[src/hdl/dkss_pkg.sv]
// ----------------------------------------------------------------------------
// dkss_pkg
// Shared constants for the day-keyed sorted sample store.
// ----------------------------------------------------------------------------
package dkss_pkg;

  localparam int TABLE_DEPTH = 32;
  localparam int IDX_W = $clog2(TABLE_DEPTH);
  localparam int CNT_W = $clog2(TABLE_DEPTH + 1);
  localparam int SUM_W = 16 + CNT_W;

  localparam logic [1:0] KIND_STORE = 2'd0;
  localparam logic [1:0] KIND_GET   = 2'd1;
  localparam logic [1:0] KIND_AVG   = 2'd2;
  localparam logic [1:0] KIND_LAST  = 2'd3;

  localparam logic [2:0] ST_INSERTED = 3'd0;
  localparam logic [2:0] ST_REPLACED = 3'd1;
  localparam logic [2:0] ST_EVICTED  = 3'd2;
  localparam logic [2:0] ST_DROPPED  = 3'd3;
  localparam logic [2:0] ST_FOUND    = 3'd4;
  localparam logic [2:0] ST_MISSING  = 3'd5;

endpackage

[src/hdl/dkss_ram.sv]
// ----------------------------------------------------------------------------
// dkss_ram
// Generic single-port RAM with registered read.
// ----------------------------------------------------------------------------
module dkss_ram #(
  parameter int WIDTH = 32,
  parameter int DEPTH = 32
) (
  input  logic                     clk,
  input  logic                     we,
  input  logic [$clog2(DEPTH)-1:0] addr,
  input  logic [WIDTH-1:0]         wdata,
  output logic [WIDTH-1:0]         rdata
);

  logic [WIDTH-1:0] mem [DEPTH];

  always_ff @(posedge clk) begin
    if (we) begin
      mem[addr] <= wdata;
    end
    rdata <= mem[addr];
  end

endmodule

[src/hdl/dkss_div.sv]
// ----------------------------------------------------------------------------
// dkss_div
// Restoring divider, one quotient bit per cycle: sum / count.
// ----------------------------------------------------------------------------
module dkss_div (
  input  logic                      clk,
  input  logic                      rst,
  input  logic                      start,
  input  logic [dkss_pkg::SUM_W-1:0] dividend,
  input  logic [dkss_pkg::CNT_W-1:0] divisor,
  output logic                      done,
  output logic [15:0]               quotient
);
  import dkss_pkg::*;

  localparam int STEP_W = $clog2(SUM_W + 1);

  logic [SUM_W-1:0]  quo;
  logic [CNT_W:0]    rem;
  logic [CNT_W-1:0]  dvs;
  logic [STEP_W-1:0] step;
  logic              busy;
  logic [CNT_W:0]    trial;

  assign trial = {rem[CNT_W-1:0], quo[SUM_W-1]};

  always_ff @(posedge clk) begin
    if (rst) begin
      busy <= 1'b0;
      done <= 1'b0;
    end else begin
      done <= 1'b0;
      if (start) begin
        busy <= 1'b1;
        step <= STEP_W'(SUM_W);
        quo  <= dividend;
        rem  <= '0;
        dvs  <= divisor;
      end else if (busy) begin
        if (trial >= {1'b0, dvs}) begin
          rem <= trial - {1'b0, dvs};
          quo <= {quo[SUM_W-2:0], 1'b1};
        end else begin
          rem <= trial;
          quo <= {quo[SUM_W-2:0], 1'b0};
        end
        step <= step - 1'b1;
        if (step == STEP_W'(1)) begin
          busy <= 1'b0;
          done <= 1'b1;
        end
      end
    end
  end

  assign quotient = quo[15:0];

  assert property (@(posedge clk) disable iff (rst) start |=> busy);
  assert property (@(posedge clk) disable iff (rst) done |-> !busy);

endmodule

[src/hdl/day_keyed_sorted_sample_store.sv]
// ----------------------------------------------------------------------------
// day_keyed_sorted_sample_store
// Sorted (day, value) table with store, get, average and newest-entry words.
//
//  channel | signals                                         | dir
//  in      | in_valid in_stall kind today sample age_*       | in
//  out     | out_valid out_stall status result_value result_age | out
//
// One word at a time; in_stall is high from acceptance until the result
// word is taken. Get and average walk the table through one RAM port; last
// reads only the newest entry. A store walks down to its slot, then moves
// entries one at a time (up to insert, down to evict); average adds a divide.
// The longest word is a store of the oldest day into a table one short of
// full. Reset empties the table at once via the count.
// ----------------------------------------------------------------------------
module day_keyed_sorted_sample_store (
  input  logic               clk,
  input  logic               rst,
  input  logic               in_valid,
  output logic               in_stall,
  input  logic [1:0]         kind,
  input  logic [15:0]        today,
  input  logic [15:0]        sample,
  input  logic [15:0]        age_days,
  input  logic signed [16:0] age_from,
  input  logic signed [16:0] age_to,
  output logic               out_valid,
  input  logic               out_stall,
  output logic [2:0]         status,
  output logic [15:0]        result_value,
  output logic signed [16:0] result_age
);
  import dkss_pkg::*;

  typedef enum logic [8:0] {
    S_IDLE  = 9'b000000001,
    S_RD    = 9'b000000010,
    S_CHK   = 9'b000000100,
    S_EVICT = 9'b000001000,
    S_SHRD  = 9'b000010000,
    S_SHWR  = 9'b000100000,
    S_INS   = 9'b001000000,
    S_DIV   = 9'b010000000,
    S_OUT   = 9'b100000000
  } state_t;

  state_t           state;
  logic [1:0]       op;
  logic [15:0]      day_q, val_q, want;
  logic signed [16:0] from_q, to_q;
  logic [CNT_W-1:0] count, idx;
  logic [SUM_W-1:0] sum;
  logic [CNT_W-1:0] hits;
  logic             ram_we;
  logic [IDX_W-1:0] ram_addr;
  logic [31:0]      ram_wdata, ram_rdata;
  logic [15:0]      rd_day, rd_val;
  logic signed [16:0] ago;
  logic             div_start, div_done;
  logic [15:0]      div_q;
  logic [IDX_W-1:0] walk;

  assign rd_day = ram_rdata[31:16];
  assign rd_val = ram_rdata[15:0];
  assign ago    = $signed({1'b0, day_q}) - $signed({1'b0, rd_day});

  dkss_ram #(.WIDTH(32), .DEPTH(TABLE_DEPTH)) u_ram (
    .clk(clk), .we(ram_we), .addr(ram_addr), .wdata(ram_wdata), .rdata(ram_rdata)
  );

  dkss_div u_div (
    .clk(clk), .rst(rst), .start(div_start), .dividend(sum), .divisor(hits),
    .done(div_done), .quotient(div_q)
  );

  // walk index: descending for store/get, ascending for average
  assign walk = IDX_W'(idx - 1'b1);

  always_comb begin
    ram_we    = 1'b0;
    ram_addr  = walk;
    ram_wdata = {day_q, val_q};
    unique case (state)
      S_IDLE, S_DIV, S_OUT: ram_addr = walk;
      S_RD, S_CHK: begin
        if (op == KIND_AVG) ram_addr = IDX_W'(idx);
      end
      S_EVICT: ram_addr = IDX_W'(idx);
      S_SHRD:  ram_addr = (status == ST_EVICTED) ? IDX_W'(idx + 1'b1) : walk;
      S_SHWR: begin
        ram_we    = 1'b1;
        ram_addr  = IDX_W'(idx);
        ram_wdata = ram_rdata;
      end
      S_INS: begin
        ram_we    = 1'b1;
        ram_addr  = IDX_W'(idx);
        if (status == ST_REPLACED) ram_wdata = {day_q, val_q};
      end
      default: ram_addr = walk;
    endcase
  end

  assign in_stall  = (state != S_IDLE);
  assign out_valid = (state == S_OUT);

  always_ff @(posedge clk) begin
    div_start <= 1'b0;
    if (rst) begin
      state <= S_IDLE;
      count <= '0;
    end else begin
      unique case (state)
        S_IDLE: if (in_valid) begin
          op     <= kind;
          day_q  <= today;
          val_q  <= sample;
          want   <= today - age_days;
          from_q <= age_from;
          to_q   <= age_to;
          sum    <= '0;
          hits   <= '0;
          status <= ST_MISSING;
          result_value <= '0;
          result_age   <= '0;
          if (kind == KIND_AVG) begin
            idx   <= '0;
            state <= (count == 0) ? S_OUT : S_RD;
          end else if (kind == KIND_LAST) begin
            idx   <= count;
            state <= (count == 0) ? S_OUT : S_RD;
          end else begin
            idx   <= count;
            if (count == 0) begin
              if (kind == KIND_STORE) begin
                status <= ST_INSERTED;
                state  <= S_INS;
              end else begin
                state <= S_OUT;
              end
            end else begin
              state <= S_RD;
            end
          end
        end
        S_RD: state <= S_CHK;
        S_CHK: begin
          state <= S_RD;
          unique case (op)
            KIND_LAST: begin
              status       <= ST_FOUND;
              result_value <= rd_val;
              result_age   <= ago;
              state        <= S_OUT;
            end
            KIND_GET: begin
              if (rd_day == want) begin
                status       <= ST_FOUND;
                result_value <= rd_val;
                state        <= S_OUT;
              end else if (rd_day < want || idx == 1) begin
                state <= S_OUT;
              end else begin
                idx <= idx - 1'b1;
              end
            end
            KIND_AVG: begin
              if (ago >= from_q && ago <= to_q) begin
                sum  <= sum + SUM_W'(rd_val);
                hits <= hits + 1'b1;
              end
              if (idx == count - 1'b1) begin
                state <= S_DIV;
                div_start <= 1'b1;
              end else begin
                idx <= idx + 1'b1;
              end
            end
            default: begin
              // store: idx counts entries at or below candidate slot
              if (rd_day == day_q) begin
                status <= ST_REPLACED;
                idx    <= idx - 1'b1;
                state  <= S_INS;
              end else if (rd_day < day_q) begin
                // insert at idx, or at idx-1 when a full table evicts
                if (count == CNT_W'(TABLE_DEPTH)) begin
                  status <= ST_EVICTED;
                  hits   <= idx;
                  idx    <= '0;
                  state  <= S_EVICT;
                end else begin
                  status <= ST_INSERTED;
                  hits   <= idx;
                  idx    <= count;
                  state  <= (count == idx) ? S_INS : S_SHRD;
                end
              end else if (idx == 1) begin
                if (count == CNT_W'(TABLE_DEPTH)) begin
                  status <= ST_DROPPED;
                  state  <= S_OUT;
                end else begin
                  status <= ST_INSERTED;
                  hits   <= '0;
                  idx    <= count;
                  state  <= S_SHRD;
                end
              end else begin
                idx <= idx - 1'b1;
              end
            end
          endcase
        end
        // eviction: shift entries 1..hits-1 down by one, then insert at hits-1
        S_EVICT: state <= (idx == hits - 1'b1) ? S_INS : S_SHRD;
        S_SHRD: state <= S_SHWR;
        S_SHWR: begin
          if (status == ST_EVICTED) begin
            idx   <= idx + 1'b1;
            state <= (idx + 1'b1 == hits - 1'b1) ? S_INS : S_SHRD;
          end else if (idx - 1'b1 == hits) begin
            idx   <= hits;
            state <= S_INS;
          end else begin
            idx   <= idx - 1'b1;
            state <= S_SHRD;
          end
        end
        S_INS: begin
          if (status == ST_INSERTED) count <= count + 1'b1;
          state <= S_OUT;
        end
        S_DIV: if (div_done) begin
          if (hits != 0) begin
            status       <= ST_FOUND;
            result_value <= div_q;
          end
          state <= S_OUT;
        end
        S_OUT: if (!out_stall) state <= S_IDLE;
        default: state <= S_IDLE;
      endcase
    end
  end

  assert property (@(posedge clk) disable iff (rst) count <= CNT_W'(TABLE_DEPTH))
    else $error("table count overflow");
  assert property (@(posedge clk) disable iff (rst) out_valid |-> in_stall)
    else $error("result shown while idle");
  assert property (@(posedge clk) disable iff (rst)
    (out_valid && status == ST_MISSING) |-> (result_value == 0 && result_age == 0))
    else $error("missing result carries data");
  assert property (@(posedge clk) disable iff (rst)
    (state == S_IDLE && in_valid) |=> in_stall)
    else $error("accepted word not held");

endmodule

[config.mk]
export PLATFORM = sky130hd
export DESIGN_NAME = day_keyed_sorted_sample_store
export DESIGN_NICKNAME = d
export VERILOG_FILES = /design/src/hdl/dkss_pkg.sv /design/src/hdl/dkss_ram.sv /design/src/hdl/dkss_div.sv /design/src/hdl/day_keyed_sorted_sample_store.sv
export SDC_FILE = /design/constraint.sdc
export NUM_CORES = 2
export LEC_CHECK = 0
export BUFFER_PORTS_ARGS = -buffer_cell sky130_fd_sc_hd__buf_2
export CORE_ASPECT_RATIO = 0.8
export CORE_MARGIN = 8
export CORE_UTILIZATION = 63
export CTS_CLUSTER_SIZE = 14
export DETAILED_ROUTE_END_ITERATION = 8
export PLACE_DENSITY = 0.83
export SYNTH_ARGS = -nofsm -noshare
export SYNTH_HDL_FRONTEND = slang
export SYNTH_SLANG_ARGS = --single-unit
[constraint.sdc]
create_clock -name clk -period 7.1 [get_ports clk]
set_input_delay 1.42 -clock clk [delete_from_list [all_inputs] [get_ports clk]]
set_output_delay 1.42 -clock clk [all_outputs]
set_load 0.02 [all_outputs]
==> impl_metrics.py <==
metrics = {
    "layout": {
        "multi_input_area_um2": 15900,
        "drive_gt1_share_pct": 11.9,
        "layout_commonest_cell": "edfxtp_1",
        "nets": 3972,
        "layout_common_cells": "edfxtp_1, mux2i_1, nand2_1",
        "n_antenna_cell": 0,
        "area_growth_pct": 11.1,
        "fillCellCount": 5222,
        "seqCellArea_um2": 37500,
    },
    "timing": {
        "period_needed_ns": 5.12,
        "rsz0062_at_grt": "no",
        "finalHoldViolations": 0,
        "clock_skew_ns": 0.0221,
        "worst_slew_pin_slew_ns": 1.31,
        "fmax_ghz": 0.195,
        "report.final.setup_viol": 0,
        "fin_setup_tns_ns": 0,
        "setup_ws_ns": 1.98,
        "finalMaxSlewViolations": 0,
        "slew_headroom_pct": 12.8,
        "post-route-period-util_pct": 72.1,
    },
    "worst_hold_path": {
        "worstHoldStart": "u_div.busy$_SDFF_PP0_",
        "hp-class": "flop to flop",
    },
    "routing": {
        "met3WireLength_um": 15500,
        "antenna_left": 0,
        "maxUsedRoutingLayer": "met5",
        "wl_um": 134000,
        "met2WireLength_um": 60800,
        "vias_per_cell": 6.54,
        "drc_errors": 0,
        "m1WireLength_um": 53600,
        "drtIter0Drc": 4707,
        "vias": 32600,
        "wl_per_cell_um": 26.8,
        "drtPass1Iterations": 6,
    },
    "yosys": {
        "synth-seq-cells": 1267,
        "synth_warnings": 0,
        "synth-async-reset-ratio_pct": 0,
        "yosys_most_used_dff": "edfxtp_1",
        "synth_edf_count": 1217,
        "synth_cells": 3620,
        "ys_types": 70,
        "syn_area_um2": 54400,
        "yosysSeqAreaShare_pct": 69.1,
        "syn_nets": 3830,
        "avgSynthCellArea_um2": 15.0,
    },
    "critical_path": {
        "crit_arrival_ns": 5.48,
        "end_kind": "flop",
        "start_kind": "flop",
        "startpoint": "day_q[0]$_DFFE_PP_",
        "r2r_start": "day_q[0]$_DFFE_PP_",
        "critPathKind": "flop to flop",
        "crit_fanout": 22,
        "cp.required_ns": 7.46,
    },
    "global_route": {
        "grt_pass1_vias": 31400,
        "grt_first_pass_wirelength_um": 196000,
        "grt_max_degree": 129,
        "gr-total-overflow": 0,
        "grt_util_all_layers_pct": 27.1,
        "antenna_found_initial": 1,
    },
    "pwr": {
        "power_density_nw_per_um2": 323,
        "p_leak_uw": 0.0222,
        "vdd_drop_max_uv": 308,
    },
    "clock_tree": {
        "clk_pin_slew_worst_paths_ns": 0.06,
        "htree_levels": 3,
        "clockBufferDepth": 3,
        "cts_sinks": 1267,
        "cts_buffers": 112,
        "cts_resized": 0,
        "cts_tree": "done",
        "postCtsSetupBuffers": 0,
        "insertion_delay_ns": 0.69,
        "clock-root-buffer": "clkbuf_16",
        "holdBufCountCts": 0,
    },
    "job": {
        "drv_cap": 0,
    },
    "floorplanning": {
        "initial_core_util_pct": 63.5,
        "die_w_um": 344,
        "core.rowCount": 96,
        "core_um2": 85600,
        "fp.dieArea_um2": 96000,
        "boundaryPins": 126,
        "die_h_um": 279,
    },
    "place": {
        "post-place-ws_ns": 2.19,
        "routabilityCongestion": 0.912,
        "hpwlAfterDp_um": 78100,
        "portBuffers": 125,
    },
    "outcome": {
        "status": "completed",
    },
}
[cell type report]
class                           count  share of cell area (%)
Sequential cell                  1267                    62.2
Multi-Input combinational cell   2042                    26.3
Clock buffer                      170                    5.30
Tap cell                         1127                    2.33
Timing Repair Buffer              206                    2.17
Clock inverter                     42                   0.934
Inverter                          133                   0.827
[state kept, by name (all words and copies together), names as in the netlist, 9 cells and up]
signal and flops:
result_value 16, u_ram.rdata 32, want 16, u_ram.mem 1024, from_q 17, u_div.quo 22
to_q 17, val_q 16, day_q 16, result_age 17, sum 22, state 9
[logic make-up (layout without fill, tap and decap cells)]
group                      after synthesis  after routing  synth area share, %
DFF                                   1267           1267                 69.1
and+or+nand+nor                        759            759                 6.33
muxes                                  670            670                 12.4
AOI/OAI and AO/OA                      395            395                 5.33
buffers and inverters                  311            551                 2.48
adders and majority gates              122            122                 2.86
xor gates and xnor gates                96             96                 1.55
[stage by stage]
stage	total power, µW	hold WS [ns]	util [%]	cells	area (µm²)
2_1_floorplan	12000	0.424	-	3620	54400
4_1_cts	19400	0.496	70.5	4987	60400
3_5_place_dp	13300	0.482	66.1	4775	56600
5_1_grt	20100	0.512	70.5	4987	60400
3_3_place_gp	13200	0.473	66.1	4775	56600
6_report	19500	0.491	70.5	4987	60400
[layer usage]
layer / GRT usage, % / up-vias
met3: 5.31 / 280
met4: 7.94 / 2
li1: - / 14100
met5: 0 / -
met2: 41.5 / 2063
met1: 39.6 / 16200
[worst max-delay path: stages, from the launching register on]
cell	delay (ns)
edfxtp_1	0.36
inv_1	0.10
ha_1	0.19
inv_1	0.06
fa_1	0.40
a21o_1	0.18
a21oi_1	0.25
o21bai_1	0.10
a21oi_1	0.24
o21bai_1	0.17
a21oi_1	0.28
a21oi_1	0.18
xor2_1	0.25
ha_1	0.29
a21o_1	0.16
a211oi_1	0.37
nand3_1	0.12
a31oi_1	0.17
o211ai_1	0.20
o21a_1	0.26
nor2_2	0.11
buf_4	0.33
[worst paths after layout]
path,endpoint,slack (ns),cells past startpoint
setup reg to reg,sum[18]$_SDFFCE_PP0P_,1.98,21
hold / removal,u_div.done$_SDFF_PP0_,0.49,1
setup / recovery,sum[18]$_SDFFCE_PP0P_,1.98,21
hold reg to reg,u_div.done$_SDFF_PP0_,0.49,1
[Yosys cell counts, types with 44 or more instances]
cell type	n	area [µm²]
edfxtp_1	1217	36500
mux2i_1	648	6490
nand2_1	369	1390
nor2_1	151	567
inv_1	130	488
a32oi_1	129	1130
ha_1	118	1480
clkbuf_1	94	353
o21ai_0	62	310
xnor2_1	59	517
nand4_1	54	338
dfxtp_1	50	1000
a21oi_1	49	245
buf_2	44	220
[report_power, final]
part           internal, µW  total (µW)  switching, µW
Combinational          1730        4600           2870
Sequential             8490        8700            208
Clock                  3550        6200           2650
Total                 13800       19500           5730
(Power assumes the default switching activity.)
